`src/hdl/pfpr_pkg.sv`:
```
// Package for the page frame pool: sizes, codes, state type and command/status structs.
// Used by every module in hdl; depends on nothing.
package pfpr_pkg;

    localparam int NUM_FRAMES_DEF = 16;
    localparam int PAGE_BITS_DEF  = 24;
    localparam int FILE_BITS_DEF  = 8;

    localparam logic [1:0] ACT_PIN   = 2'd0;
    localparam logic [1:0] ACT_UNPIN = 2'd1;
    localparam logic [1:0] ACT_DIRTY = 2'd2;

    localparam logic [1:0] MODE_LRU   = 2'd0;
    localparam logic [1:0] MODE_CLOCK = 2'd1;
    localparam logic [1:0] MODE_MRU   = 2'd2;

    localparam logic [2:0] ST_HIT     = 3'd0;
    localparam logic [2:0] ST_FREE    = 3'd1;
    localparam logic [2:0] ST_EVICT   = 3'd2;
    localparam logic [2:0] ST_PINNED  = 3'd3;
    localparam logic [2:0] ST_ABSENT  = 3'd4;
    localparam logic [2:0] ST_DONE    = 3'd5;

    localparam logic [1:0] REG_MODE   = 2'd0;
    localparam logic [1:0] REG_FRAMES = 2'd1;

    typedef enum logic [2:0] {
        S_IDLE,
        S_SCAN,
        S_CLOCK,
        S_APPLY,
        S_OUT
    } state_t;

    typedef struct packed {
        logic start;
        logic scan_step;
        logic clock_step;
        logic apply;
    } cmd_t;

    typedef struct packed {
        logic scan_last;
        logic found_hit;
        logic need_clock;
        logic clock_found;
        logic clock_none;
    } stat_t;

endpackage

```
`src/hdl/pfpr_datapath.sv`:
```
// Datapath of the page frame pool: frame table, scan pointer, victim trackers, clock hand.
// Depends on pfpr_pkg; driven by pfpr_ctrl commands.
module pfpr_datapath
    import pfpr_pkg::*;
#(
    parameter int NUM_FRAMES = NUM_FRAMES_DEF,
    parameter int PAGE_BITS  = PAGE_BITS_DEF,
    parameter int FILE_BITS  = FILE_BITS_DEF,
    localparam int IW = $clog2(NUM_FRAMES),
    localparam int NW = $clog2(NUM_FRAMES + 1)
) (
    input  logic                 clk,
    input  logic                 rst_n,
    input  cmd_t                 cmd,
    output stat_t                stat,
    input  logic [1:0]           mode,
    input  logic [NW-1:0]        n_act,
    input  logic [1:0]           action,
    input  logic [PAGE_BITS-1:0] page_num,
    input  logic [FILE_BITS-1:0] file_id,
    output logic [2:0]           res_status,
    output logic [IW-1:0]        res_frame,
    output logic                 res_fetch,
    output logic                 res_ev,
    output logic                 res_wb,
    output logic [PAGE_BITS-1:0] res_ev_page,
    output logic [FILE_BITS-1:0] res_ev_file
);

    logic [NUM_FRAMES-1:0] valid_reg, dirty_reg, use_reg;
    logic [7:0]            pin_reg   [NUM_FRAMES];
    logic [31:0]           stamp_reg [NUM_FRAMES];
    logic [PAGE_BITS-1:0]  page_reg  [NUM_FRAMES];
    logic [FILE_BITS-1:0]  file_reg  [NUM_FRAMES];
    logic [31:0]           ctr_reg;
    logic [IW-1:0]         hand_reg;
    logic [NW:0]           steps_reg;

    logic [1:0]            act_reg;
    logic [PAGE_BITS-1:0]  rpage_reg;
    logic [FILE_BITS-1:0]  rfile_reg;
    logic [IW-1:0]         idx_reg;
    logic                  hit_reg, free_reg, unp_reg;
    logic [IW-1:0]         hit_idx_reg, free_idx_reg, best_idx_reg;
    logic [31:0]           best_stamp_reg;
    logic                  victim_reg;
    logic [IW-1:0]         victim_idx_reg;

    logic [IW-1:0] n_last;
    logic          cur_unp, better;
    assign n_last  = IW'(n_act - NW'(1));
    assign cur_unp = (pin_reg[idx_reg] == 8'd0);
    assign better  = !unp_reg ||
                     ((mode == MODE_MRU) ? stamp_reg[idx_reg] > best_stamp_reg
                                         : stamp_reg[idx_reg] < best_stamp_reg);

    logic [IW-1:0] hand_eff;
    assign hand_eff = ({1'b0, hand_reg} >= (IW+1)'(n_act)) ? '0 : hand_reg;

    assign stat.scan_last   = (idx_reg == n_last);
    assign stat.found_hit   = hit_reg;
    assign stat.need_clock  = (mode == MODE_CLOCK) && (act_reg == ACT_PIN) && !free_reg;
    assign stat.clock_found = (pin_reg[hand_eff] == 8'd0) && !use_reg[hand_eff];
    assign stat.clock_none  = !unp_reg ||
                              (steps_reg == (NW+1)'({n_act, 1'b0}));

    always_ff @(posedge clk)
    begin
        if (cmd.start)
        begin
            act_reg   <= action;
            rpage_reg <= page_num;
            rfile_reg <= file_id;
        end
        if (cmd.clock_step && stat.clock_found && !stat.clock_none)
            victim_idx_reg <= hand_eff;
        if (cmd.scan_step)
        begin
            if (valid_reg[idx_reg] && page_reg[idx_reg] == rpage_reg &&
                file_reg[idx_reg] == rfile_reg && !hit_reg)
                hit_idx_reg <= idx_reg;
            if (!valid_reg[idx_reg] && !free_reg)
                free_idx_reg <= idx_reg;
            if (cur_unp && better)
            begin
                best_idx_reg   <= idx_reg;
                best_stamp_reg <= stamp_reg[idx_reg];
            end
        end
    end

    always_ff @(posedge clk or negedge rst_n)
    begin
        if (!rst_n)
        begin
            valid_reg  <= '0;
            dirty_reg  <= '0;
            use_reg    <= '0;
            ctr_reg    <= '0;
            hand_reg   <= '0;
            idx_reg    <= '0;
            steps_reg  <= '0;
            hit_reg    <= 1'b0;
            free_reg   <= 1'b0;
            unp_reg    <= 1'b0;
            victim_reg <= 1'b0;
            res_status <= ST_ABSENT;
            res_frame  <= '0;
            res_fetch  <= 1'b0;
            res_ev     <= 1'b0;
            res_wb     <= 1'b0;
            res_ev_page <= '0;
            res_ev_file <= '0;
            for (int i = 0; i < NUM_FRAMES; i++)
            begin
                pin_reg[i]   <= '0;
                stamp_reg[i] <= '0;
            end
        end
        else
        begin
            if (cmd.start)
            begin
                idx_reg    <= '0;
                steps_reg  <= '0;
                hit_reg    <= 1'b0;
                free_reg   <= 1'b0;
                unp_reg    <= 1'b0;
                victim_reg <= 1'b0;
            end
            if (cmd.scan_step)
            begin
                if (valid_reg[idx_reg] && page_reg[idx_reg] == rpage_reg &&
                    file_reg[idx_reg] == rfile_reg)
                    hit_reg <= 1'b1;
                if (!valid_reg[idx_reg])
                    free_reg <= 1'b1;
                if (cur_unp)
                    unp_reg <= 1'b1;
                idx_reg <= idx_reg + IW'(1);
            end
            if (cmd.clock_step && !stat.clock_none)
            begin
                hand_reg <= hand_eff;
                if (pin_reg[hand_eff] == 8'd0)
                begin
                    if (!use_reg[hand_eff])
                        victim_reg <= 1'b1;
                    else
                        use_reg[hand_eff] <= 1'b0;
                end
                if (!stat.clock_found)
                begin
                    hand_reg  <= hand_eff + IW'(1);
                    steps_reg <= steps_reg + (NW+1)'(1);
                end
            end
            if (cmd.apply)
            begin
                logic [IW-1:0] v;
                logic          have_v;
                res_status  <= ST_ABSENT;
                res_frame   <= '0;
                res_fetch   <= 1'b0;
                res_ev      <= 1'b0;
                res_wb      <= 1'b0;
                res_ev_page <= '0;
                res_ev_file <= '0;
                v      = free_reg ? free_idx_reg :
                         (mode == MODE_CLOCK) ? victim_idx_reg : best_idx_reg;
                have_v = free_reg ||
                         ((mode == MODE_CLOCK) ? victim_reg :
                          ((mode == MODE_LRU || mode == MODE_MRU) && unp_reg));
                if (act_reg == ACT_PIN)
                begin
                    if (hit_reg)
                    begin
                        if (pin_reg[hit_idx_reg] != 8'hFF)
                            pin_reg[hit_idx_reg] <= pin_reg[hit_idx_reg] + 8'd1;
                        stamp_reg[hit_idx_reg] <= ctr_reg;
                        use_reg[hit_idx_reg]   <= 1'b1;
                        ctr_reg    <= ctr_reg + 32'd1;
                        res_status <= ST_HIT;
                        res_frame  <= hit_idx_reg;
                    end
                    else if (!have_v)
                        res_status <= ST_PINNED;
                    else
                    begin
                        res_status <= free_reg ? ST_FREE : ST_EVICT;
                        res_frame  <= v;
                        res_fetch  <= 1'b1;
                        if (!free_reg)
                        begin
                            res_ev      <= 1'b1;
                            res_wb      <= dirty_reg[v];
                            res_ev_page <= page_reg[v];
                            res_ev_file <= file_reg[v];
                        end
                        valid_reg[v] <= 1'b1;
                        pin_reg[v]   <= 8'd1;
                        dirty_reg[v] <= 1'b0;
                        use_reg[v]   <= 1'b1;
                        stamp_reg[v] <= ctr_reg;
                        ctr_reg      <= ctr_reg + 32'd1;
                    end
                end
                else if ((act_reg == ACT_UNPIN || act_reg == ACT_DIRTY) && hit_reg)
                begin
                    res_status <= ST_DONE;
                    res_frame  <= hit_idx_reg;
                    if (act_reg == ACT_UNPIN)
                    begin
                        if (pin_reg[hit_idx_reg] != 8'd0)
                            pin_reg[hit_idx_reg] <= pin_reg[hit_idx_reg] - 8'd1;
                    end
                    else
                        dirty_reg[hit_idx_reg] <= 1'b1;
                end
            end
        end
    end

    // Tags are written only on a load.
    always_ff @(posedge clk)
    begin
        if (cmd.apply && act_reg == ACT_PIN && !hit_reg)
        begin
            logic [IW-1:0] v;
            logic          have_v;
            v      = free_reg ? free_idx_reg :
                     (mode == MODE_CLOCK) ? victim_idx_reg : best_idx_reg;
            have_v = free_reg ||
                     ((mode == MODE_CLOCK) ? victim_reg :
                      ((mode == MODE_LRU || mode == MODE_MRU) && unp_reg));
            if (have_v)
            begin
                page_reg[v] <= rpage_reg;
                file_reg[v] <= rfile_reg;
            end
        end
    end

    // A load must always leave the chosen frame pinned exactly once.
    a_load_pins: assert property (@(posedge clk) disable iff (!rst_n)
        cmd.apply && (res_status != ST_HIT) ##0 1'b1 |=>
        ((res_status != ST_FREE && res_status != ST_EVICT) ||
         pin_reg[res_frame] == 8'd1))
        else $error("loaded frame not pinned once");
    // The clock search never runs past two sweeps.
    a_clock_bound: assert property (@(posedge clk) disable iff (!rst_n)
        cmd.clock_step |-> steps_reg <= (NW+1)'({n_act, 1'b0}))
        else $error("clock search overran");
    // An eviction is always reported together with a fetch and the evict status.
    a_evict_valid: assert property (@(posedge clk) disable iff (!rst_n)
        $rose(res_ev) |-> res_fetch && res_status == ST_EVICT)
        else $error("eviction without fetch");

endmodule

```
`src/hdl/pfpr_ctrl.sv`:
```
// Controller of the page frame pool: sequences scan, clock sweep, update and result.
// Depends on pfpr_pkg; commands pfpr_datapath.
module pfpr_ctrl
    import pfpr_pkg::*;
(
    input  logic  clk,
    input  logic  rst_n,
    input  logic  in_fire,
    input  logic  out_fire,
    input  stat_t stat,
    output cmd_t  cmd,
    output logic  busy,
    output logic  out_pending
);

    state_t state_reg, state_next;

    always_ff @(posedge clk or negedge rst_n)
    begin
        if (!rst_n)
            state_reg <= S_IDLE;
        else
            state_reg <= state_next;
    end

    always_comb
    begin
        state_next = state_reg;
        case (state_reg)
            S_IDLE:  if (in_fire) state_next = S_SCAN;
            S_SCAN:
                if (stat.scan_last)
                    state_next = S_CLOCK;
            S_CLOCK:
                if (stat.found_hit || !stat.need_clock || stat.clock_none ||
                    stat.clock_found)
                    state_next = S_APPLY;
            S_APPLY: state_next = S_OUT;
            S_OUT:   if (out_fire) state_next = S_IDLE;
            default: state_next = S_IDLE;
        endcase
    end

    always_comb
    begin
        cmd = '0;
        case (state_reg)
            S_IDLE:  cmd.start = in_fire;
            S_SCAN:  cmd.scan_step = 1'b1;
            S_CLOCK: cmd.clock_step = !stat.found_hit && stat.need_clock;
            S_APPLY: cmd.apply = 1'b1;
            default: cmd = '0;
        endcase
    end

    assign busy        = (state_reg != S_IDLE);
    assign out_pending = (state_reg == S_OUT);

    a_one_cmd: assert property (@(posedge clk) disable iff (!rst_n)
        $onehot0({cmd.start, cmd.scan_step, cmd.clock_step, cmd.apply}))
        else $error("more than one command");
    a_out_after_apply: assert property (@(posedge clk) disable iff (!rst_n)
        cmd.apply |=> out_pending)
        else $error("result not presented after update");
    a_hold_out: assert property (@(posedge clk) disable iff (!rst_n)
        out_pending && !out_fire |=> out_pending)
        else $error("result dropped");

endmodule

```
`src/hdl/page_frame_pool_replacement.sv`:
```
// Top level of the page frame pool with LRU, MRU and clock replacement.
// Depends on pfpr_pkg, pfpr_ctrl and pfpr_datapath.
//
// Each request (pin, unpin, mark dirty) is handled one at a time. The datapath walks the
// active frames once, one frame a cycle, looking for a tag hit, the lowest free frame and
// the least or most recently stamped unpinned frame. In clock mode, when a pin misses and
// no frame is free, the hand then sweeps one frame a cycle and finds its victim within
// twice the active frame count. The table is then updated and the result register loaded;
// the result waits in its register until taken. Configuration is written through the
// APB-style port: register 0 is the replacement mode, register 1 the active frame count.
module page_frame_pool_replacement
    import pfpr_pkg::*;
#(
    parameter int NUM_FRAMES = NUM_FRAMES_DEF,
    parameter int PAGE_BITS  = PAGE_BITS_DEF,
    parameter int FILE_BITS  = FILE_BITS_DEF,
    localparam int IW = $clog2(NUM_FRAMES),
    localparam int NW = $clog2(NUM_FRAMES + 1)
) (
    input  logic                 clk,
    input  logic                 rst_n,
    input  logic                 psel,
    input  logic                 penable,
    input  logic                 pwrite,
    input  logic [2:0]           paddr,
    input  logic [31:0]          pwdata,
    output logic [31:0]          prdata,
    output logic                 pready,
    input  logic                 in_valid,
    output logic                 in_ready,
    input  logic [1:0]           action,
    input  logic [PAGE_BITS-1:0] page_num,
    input  logic [FILE_BITS-1:0] file_id,
    output logic                 out_valid,
    input  logic                 out_ready,
    output logic [2:0]           status,
    output logic [IW-1:0]        frame_index,
    output logic                 fetch_needed,
    output logic                 evicted_valid,
    output logic                 writeback_needed,
    output logic [PAGE_BITS-1:0] evicted_page,
    output logic [FILE_BITS-1:0] evicted_file
);

    logic [1:0]  mode_reg;
    logic [15:0] frames_reg;
    logic [NW-1:0] n_act;
    logic        busy, in_fire, out_fire;
    cmd_t        cmd;
    stat_t       stat;

    assign pready = 1'b1;

    always_ff @(posedge clk or negedge rst_n)
    begin
        if (!rst_n)
        begin
            mode_reg   <= MODE_LRU;
            frames_reg <= 16'd16;
        end
        else if (psel && penable && pwrite)
        begin
            if (paddr[2] == REG_FRAMES[0])
                frames_reg <= pwdata[15:0];
            else
                mode_reg <= pwdata[1:0];
        end
    end

    always_comb
    begin
        prdata = '0;
        if (paddr[2] == REG_MODE[0])
            prdata[1:0] = mode_reg;
        else
            prdata[15:0] = frames_reg;
    end

    // Out-of-range frame counts are clamped to one and to the built size.
    always_comb
    begin
        if (frames_reg == 16'd0)
            n_act = NW'(1);
        else if (frames_reg > 16'(NUM_FRAMES))
            n_act = NW'(NUM_FRAMES);
        else
            n_act = NW'(frames_reg);
    end

    assign in_ready = !busy;
    assign in_fire  = in_valid && in_ready;
    assign out_fire = out_valid && out_ready;

    pfpr_ctrl u_ctrl (
        .clk        (clk),
        .rst_n      (rst_n),
        .in_fire    (in_fire),
        .out_fire   (out_fire),
        .stat       (stat),
        .cmd        (cmd),
        .busy       (busy),
        .out_pending(out_valid)
    );

    pfpr_datapath #(
        .NUM_FRAMES(NUM_FRAMES),
        .PAGE_BITS (PAGE_BITS),
        .FILE_BITS (FILE_BITS)
    ) u_dp (
        .clk        (clk),
        .rst_n      (rst_n),
        .cmd        (cmd),
        .stat       (stat),
        .mode       (mode_reg),
        .n_act      (n_act),
        .action     (action),
        .page_num   (page_num),
        .file_id    (file_id),
        .res_status (status),
        .res_frame  (frame_index),
        .res_fetch  (fetch_needed),
        .res_ev     (evicted_valid),
        .res_wb     (writeback_needed),
        .res_ev_page(evicted_page),
        .res_ev_file(evicted_file)
    );

    a_no_accept_busy: assert property (@(posedge clk) disable iff (!rst_n)
        out_valid |-> !in_ready)
        else $error("input taken while result waits");
    a_frame_range: assert property (@(posedge clk) disable iff (!rst_n)
        out_valid |-> ({1'b0, frame_index} < (IW+1)'(n_act)))
        else $error("frame index outside pool");
    a_fetch_status: assert property (@(posedge clk) disable iff (!rst_n)
        out_valid && fetch_needed |-> (status == ST_FREE || status == ST_EVICT))
        else $error("fetch with wrong status");

endmodule

```
`config.mk`:
```
export PLATFORM = sky130hd
export DESIGN_NAME = page_frame_pool_replacement
export DESIGN_NICKNAME = d
export VERILOG_FILES = /design/src/hdl/pfpr_pkg.sv /design/src/hdl/pfpr_datapath.sv /design/src/hdl/pfpr_ctrl.sv /design/src/hdl/page_frame_pool_replacement.sv
export SDC_FILE = /design/constraint.sdc
export NUM_CORES = 2
export LEC_CHECK = 0
export ABC_AREA = 1
export BUFFER_PORTS_ARGS = -buffer_cell sky130_fd_sc_hd__buf_4
export CAP_MARGIN = 10
export CORE_AREA = 10 10 424 426
export DETAILED_ROUTE_END_ITERATION = 10
export DIE_AREA = 0 0 434 436
export HOLD_SLACK_MARGIN = 0.03
export PLACE_DENSITY = 0.57
export SYNTH_ARGS = -nofsm -noshare
export SYNTH_HDL_FRONTEND = slang
export SYNTH_SLANG_ARGS = --single-unit
```
`constraint.sdc`:
```
create_clock -name clk -period 5.4 [get_ports clk]
set_input_delay 1.35 -clock clk [delete_from_list [all_inputs] [get_ports clk]]
set_output_delay 1.35 -clock clk [all_outputs]
set_load 0.01 [all_outputs]
```
After elaboration in Yosys (flattened, before gate mapping)
Memory sizes are Yosys's and may differ from the RTL's.
Cells that the tools add are included.
- register bits: 883
- RAM bits: 512
- bits of input ports: 76
- word-level logic and storage cells: 316
- memories: 2
- add/subtract/negate cells: 7
- magnitude comparators: 17
- equal/unequal tests: 22
- mux-type cells: 126
- bitwise operators: 17
- reduce and logical (&&, ||, !) cells: 64
- memory list (memory ; words ; width ; rd ports ; clocked after Yosys merged registers in ; wr ports ; RTL line ; source):
    u_dp.page_reg ; 16 ; 24 ; 2 ; 0 ; 1 ; pfpr_datapath.sv:33 ; logic [PAGE_BITS-1:0] page_reg [NUM_FRAMES];
    u_dp.file_reg ; 16 ; 8 ; 2 ; 0 ; 1 ; pfpr_datapath.sv:34 ; logic [FILE_BITS-1:0] file_reg [NUM_FRAMES];
- operators by type and width (cell ; number):
    $bwmux W512 ; 2
    $mux W512 ; 2
    $mux W128 ; 7
    $bwmux W128 ; 2
    $demux W32 S4 ; 2
    $mux W16 ; 12
    $mux W32 ; 6
    $bmux W32 S4 ; 1
    $and A112 B112 Y112 ; 1
    $not A112 Y112 ; 1
    $bmux W8 S4 ; 3
    $mux W24 ; 4
    $mux W8 ; 12
    $or A16 B16 Y16 ; 5
    $demux W8 S4 ; 2
    $mux W4 ; 10
    $mux W1 ; 39
    $add A32 B1 Y32 const B ; 1
    $and A16 B16 Y16 ; 2
    $gt A32 B32 Y1 ; 1
    $lt A32 B32 Y1 ; 1
    $not A16 Y16 ; 2
    $logic_and A1 B1 Y1 ; 25
    $eq A24 B24 Y1 ; 1
    48 further kinds ; 109

Logic depth before layout (Yosys ltp)
- depth after elaboration: 19
- mapped depth: 27

Hierarchy
From an unflattened synthesis, not the netlist that was laid out.
- cells, all modules: 8124
- area total of the unflattened synthesis: 69346.5 µm²
- modules (own cells, without submodules) (module ; instances ; cells each ; area each (µm²) ; seq. area each (µm²)):
    pfpr_datapath ; 1 ; 7922 ; 67953.9 ; 37357.1
    page_frame_pool_replacement ; 1 ; 165 ; 1156.1 ; 451.7
    pfpr_ctrl ; 1 ; 37 ; 236.5 ; 75.1

Least setup slack after synthesis
Ideal clock, no wire load.
- path kind: reg2reg
- start: register u_dp.idx_reg[1]
- end: register u_dp.best_idx_reg[0] (enable)
- arrival time: 4665 ps
- data required time: 4970 ps
- setup slack: 305 ps
- stages on the path, launching flop included: 23
- path buffers: 5
- cells stage by stage: dfrtp_1 clkbuf_1 inv_2 clkbuf_1 clkbuf_1 clkbuf_1 clkbuf_1 o21ai_0 o221ai_1 o211ai_1 nand2_1 ha_1 nand2_1 inv_1 a221oi_1 o21ai_0 nand2_1 nand2_1 nand4_1 nand3b_1 nand2_1 nor2_1 nor2_1
- cells in the longest elaborated chain, start to end: 9
- elaborated cells on any way between the ends: 14
- those cells by class: order compare: 2; mux: 7; bitwise: 1; reduce/logical: 4
- ends and longest elaborated chain (item ; RTL line ; source):
    start, declared ; pfpr_datapath.sv:42 ; logic [IW-1:0] idx_reg;
    start signal, assigned ; pfpr_datapath.sv:140 ; idx_reg <= idx_reg + IW'(1);
    $not A4 Y5 (not written as such) * ; pfpr_datapath.sv:52, pfpr_datapath.sv:54, pfpr_datapath.sv:55 ;
    $bmux W32 S4 ; pfpr_datapath.sv:54, pfpr_datapath.sv:55 ;
    $mux W32 (not written as such) (2 in a row) ; pfpr_datapath.sv:54, pfpr_datapath.sv:55 ;
    $lt A32 B32 Y1 / $gt A32 B32 Y1 (equally long branches) ; pfpr_datapath.sv:55, pfpr_datapath.sv:54 ;
    $mux W1 ; pfpr_datapath.sv:54 ; ((mode == MODE_MRU) ? stamp_reg[idx_reg] > best_stamp_reg
    $logic_or A1 B1 Y1 ; pfpr_datapath.sv:53 ; assign better = !unp_reg ||
    $logic_and A1 B1 Y1 * ; pfpr_datapath.sv:84 ; if (cur_unp && better)
    $reduce_and A2 Y1 (no line) * ; n/a ;
    end signal, assigned ; pfpr_datapath.sv:86 ; best_idx_reg <= idx_reg;
    end, declared ; pfpr_datapath.sv:44 ; logic [IW-1:0] hit_idx_reg, free_idx_reg, best_idx_reg;
Mark *: on every way between the ends. The rest lies on a longest branch, timed or not. The select of a mux whose other input is x is not followed.
A chain may end at the register's enable or synchronous reset.

Worst setup path in the final report
- start: register frames_reg[15]
- end: register u_dp.use_reg[8]
- cells in the longest elaborated chain, start to end: 19
- elaborated cells on any way between the ends: 33
- those cells by class: order compare: 4; eq/ne: 1; mux: 17; bitwise: 5; reduce/logical: 6
- ends and longest elaborated chain (item ; RTL line ; source):
    start, declared ; page_frame_pool_replacement.sv:46 ; logic [15:0] frames_reg;
    start signal, assigned ; page_frame_pool_replacement.sv:64 ; frames_reg <= pwdata[15:0];
    $gt A16 B5 Y1 ; page_frame_pool_replacement.sv:84 ; else if (frames_reg > 16'(NUM_FRAMES))
    $mux W5 ; page_frame_pool_replacement.sv:84 ;
    $mux W5 * ; page_frame_pool_replacement.sv:82 ; if (frames_reg == 16'd0)
    $ge A4 B5 Y1 * ; pfpr_datapath.sv:58 ; assign hand_eff = ({1'b0, hand_reg} >= (IW+1)'(n_act)) ? '0 : hand_reg;
    $mux W4 * ; pfpr_datapath.sv:58 ;
    named net u_dp.hand_eff[1] ; pfpr_datapath.sv:57 ; logic [IW-1:0] hand_eff;
    $lt A4 B5 Y1 (not written as such) / $ge A4 B1 Y1 (equally long branches) ; pfpr_datapath.sv:150 ; use_reg[hand_eff] <= 1'b0;
    $logic_and A1 B1 Y1 (not written as such) ; pfpr_datapath.sv:150 ;
    [4 not listed] ; n/a ;
    $mux W16 ; pfpr_datapath.sv:147 ; if (!use_reg[hand_eff])
    $mux W16 * ; pfpr_datapath.sv:145 ; if (pin_reg[hand_eff] == 8'd0)
    $mux W16 * ; pfpr_datapath.sv:142 ; if (cmd.clock_step && !stat.clock_none)
    $or A16 B16 Y16 (no line) ; n/a ;
    $mux W16 ; pfpr_datapath.sv:186 ; else if (!have_v)
    $mux W16 ; pfpr_datapath.sv:176 ; if (hit_reg)
    $mux W16 ; pfpr_datapath.sv:174 ; if (act_reg == ACT_PIN)
    $mux W16 * ; pfpr_datapath.sv:158 ; if (cmd.apply)
    end signal, assigned by index ; pfpr_datapath.sv:150 ;
    end signal, assigned by index ; pfpr_datapath.sv:181 ; use_reg[hit_idx_reg] <= 1'b1;
    end signal, assigned by index ; pfpr_datapath.sv:203 ; use_reg[v] <= 1'b1;
    end, declared ; pfpr_datapath.sv:30 ; logic [NUM_FRAMES-1:0] valid_reg, dirty_reg, use_reg;
Mark *: on every way through the listed nets, which the timed path passes. The rest lies on a longest branch. The select of a mux whose other input is x is not followed.

==> run_results.csv <==
group,metric,value,unit
critical_path,startpoint_type,"flop",
layout,post-route-util,44.6,%
floorplan,design.core.area,0.171,mm^2
hold_path,hold_end,"u_dp.valid_reg[14]$_DFFE_PN0P_",
place,placed_area,0.0709,mm^2
synth,synth_common_cells,"nand2_1, o21ai_0, dfrtp_1",
hold_path,worstHoldStart,"u_dp.valid_reg[14]$_DFFE_PN0P_",
drt,drc_errors,0,
layout,finalInstanceArea,0.0762,mm^2
drt,totalWireLength,228000,um
cts,postCtsHoldBufs,0,
critical_path,cpMaxStageDelayCell,"nor2_1",
timing,hold_ws,0.458,ns
timing,hold_violations,0,
drt,via_per_inst,5.78,
synth,ys_ff_latch,1395,
synth,synth_area_leaders,"dfrtp_1, edfxtp_1, o21ai_0",
critical_path,required,6.04,ns
synth,synthArstFlopShare,57.4,%
layout,synthToLayoutAreaGrowth,12.1,%
timing,period_share,82.8,%
timing,relSlewSlack,17.1,%
drt,wl_per_cell,23.0,um
critical_path,worstSetupPathType,"flop to flop",
timing,finClkSkew,0.0581,ns
global_routing,grt_use_total,23.4,%
global_routing,grt_pass1_vias,54500,
synth,synth_edf_count,594,
global_routing,grt_max_degree,219,
synth,yosysMostFrequentCell,"nand2_1",
place,dp_hpwl,127000,um
global_routing,antenna_found_initial,2,
synth,ys_seq_area_share,55.7,%
floorplan,io_pins,153,
pwr,vdd_drop_max,0.000582,V
job,drv_cap,0,
synth,yosys_most_used_dff,"dfrtp_1",
cts,cts_setup_buffers,0,
floorplan,fp.dieH,436,um
hold_path,hold_class,"flop to flop",
floorplan,rows,152,
place,io_buffers,117,
layout,multi_input_area,0.0261,mm^2
synth,synth_area_leader_cell,"dfrtp_1",
synth,synth_area,0.0680,mm^2
layout,nFillCells,16400,
timing,setup_viol,0,
drt,route.antenna.remaining_nets,0,
synth,synth_cell_types,67,
synth,synth_area_per_cell,8.87,um^2
cts,post_cts_resized,0,
synth,synth_top_area_share,29.4,%
layout,antenna_cells,0,
place,gp_congestion,0.927,
layout,drive_above_1_share,8.36,%
status,status,"finished clean",
timing,tightest_slew,1.24,ns
cts,insertion_delay,0.85,ns
floorplan,start_util,39.8,%
layout,final_cell_count_no_fill,9914,
cts,cts_buffer_depth,3,
critical_path,path_buf_inv,2,
timing,min_period,4.47,ns
cts,clkSinkCount,1395,
cts,htreeDepth,4,
global_routing,grt_first_pass_wirelength,344000,um
critical_path,critPathMaxStageDelay,0.61,ns
layout,seq_area,0.0379,mm^2
synth,yosys_warnings,0,
global_routing,grt-ovfl-total,0,
floorplan,die_w,434,um
synth,synthCells,7667,
critical_path,reg2reg_slack,0.93,ns
cts,cts_tree,"yes",
critical_path,cp_max_fo,14,
timing,setup-tns-final,0,ns
critical_path,path_delay_family,"simple AND/OR/NAND/NOR gates",
cts,cts_made_buffers,160,
critical_path,reg2regPathDepth,24,
critical_path,cp.depth,24,
pwr,p_per_area,479,mW/mm^2
critical_path,r2r_start,"frames_reg[15]$_DFFE_PN0P_",
place,placed_cells,9614,
layout,largest_reg_flops,512,
drt,vias,57300,
layout,nets,7667,
hold_path,holdPathStages,2,
pwr,leakage,31.5,nW
critical_path,r2r_end,"u_dp.use_reg[8]$_DFF_PN0_",
drt,first_pass_iters,7,
timing,fmax,224,MHz
drt,drt_iter0_drc,6684,
cts,path_clk_slew,0.06,ns
floorplan,dieArea,0.189,mm^2
critical_path,end_kind,"flop",
critical_path,crit_path_cell_trace,"nor2_1 -> nand2_1 -> nor2_2 -> nand2_1 -> or2_1 -> nand2_1 -> ha_1 -> inv_1 -> nand2_1 -> nand2_1 -> nand3_1 -> nand2_1 -> nand2_1 -> nand2_2 -> nand2_1 -> inv_2 -> nand3_1 -> nand2_1 -> nand2_1 -> nand2_1 -> nor2_1 -> nand2_1 -> o21ai_0 -> nand2_1",
timing,finalMaxSlewViolations,0,
critical_path,path_common_cell,"nand2_1",
critical_path,worstPathArrival,5.11,ns
timing,rsz0062_at_grt,"no",
cts,root_buffer,"clkbuf_16",
metrics by stage:
step                power, W  setup slack [ns]
floorplan             0.0207             0.305
global placement      0.0253             0.944
detailed placement    0.0255             0.943
CTS                   0.0366             0.917
global route          0.0384             0.394
finish                0.0365             0.931
cell families (layout without fill, tap and decap cells):
logic type / count (synthesis) / count (layout) / synth area share, %
simple gates: 2868 / 2868 / 17.4
buf+inv: 1042 / 1041 / 6.30
compound gates: 2251 / 2251 / 18.9
mux: 6 / 6 / 0.0994
fa+ha+maj: 48 / 48 / 0.883
xor+xnor: 55 / 55 / 0.719
other cells: 2 / 17 / 0.0110
flops: 1395 / 1395 / 55.7
power by group:
group / switching [W] / total [W] / internal (W) / leakage, nW
registers: 0.000625 / 0.0127 / 0.0121 / 16.4
clock network: 0.00469 / 0.0110 / 0.00635 / 2.63
logic: 0.00915 / 0.0128 / 0.00364 / 12.5
total: 0.0145 / 0.0365 / 0.0221 / 31.5
metal layers:
metal,vias up,GRT usage (%),part of all wire [%]
met5,-,0,0.012
met4,4,9.38,4.0
met3,485,3.68,8.3
met2,2684,36.7,45
met1,28000,32.4,43
li1,26200,-,-
layout make-up:
cell class	instances	share of cell area, %
flip-flops and latches	1395	49.7
repair buffers	241	2.79
multi-input cells	5245	34.3
clock inverters	56	0.927
well taps	2233	3.66
inverters	500	2.49
clock buffers	244	6.14
worst max-delay path by stage:
stage / start / end / slack [ns]
floorplan: u_dp.idx_reg[1]$_DFFE_PN0P_ / u_dp.best_idx_reg[0]$_DFFE_PP_ / 0.31
global placement: u_dp.idx_reg[0]$_DFFE_PN0P_ / u_dp.best_stamp_reg[24]$_DFFE_PP_ / 0.94
detailed placement: u_dp.idx_reg[0]$_DFFE_PN0P_ / u_dp.best_stamp_reg[24]$_DFFE_PP_ / 0.94
CTS: u_dp.idx_reg[0]$_DFFE_PN0P_ / u_dp.best_stamp_reg[24]$_DFFE_PP_ / 0.92
global route: frames_reg[1]$_DFFE_PN0P_ / u_dp.use_reg[8]$_DFF_PN0_ / 0.39
finish: frames_reg[15]$_DFFE_PN0P_ / u_dp.use_reg[8]$_DFF_PN0_ / 0.93
worst register-to-register path: stages (launching register included):
cell and delay, ns:
dfrtp_1 0.38, nor2_1 0.14, nand2_1 0.11, nor2_2 0.27, nand2_1 0.17, or2_1 0.26, nand2_1 0.16, ha_1 0.15
inv_1 0.04, nand2_1 0.05, nand2_1 0.05, nand3_1 0.06, nand2_1 0.06, nand2_1 0.10, nand2_2 0.16, nand2_1 0.46
inv_2 0.23, nand3_1 0.14, nand2_1 0.06, nand2_1 0.06, nand2_1 0.07, nor2_1 0.61, nand2_1 0.24, o21ai_0 0.22
nand2_1 0.06
cells in the final DEF (no fill, tap or decap), drive strengths merged, types with 44 or more instances in the layout:
| cell | count |
|---|---|
| clkinv | 54 |
| nor2 | 736 |
| nand3 | 336 |
| o211ai | 148 |
| o221ai | 141 |
| o21ai | 1436 |
| inv | 494 |
| nand2 | 1652 |
| ha | 48 |
| buf | 241 |
| a21oi | 201 |
| xor2 | 44 |
| edfxtp | 594 |
| clkbuf | 244 |
| dfrtp | 799 |
| o22ai | 192 |
| a22oi | 51 |
| nor3 | 59 |
(Power assumes the default switching activity.)
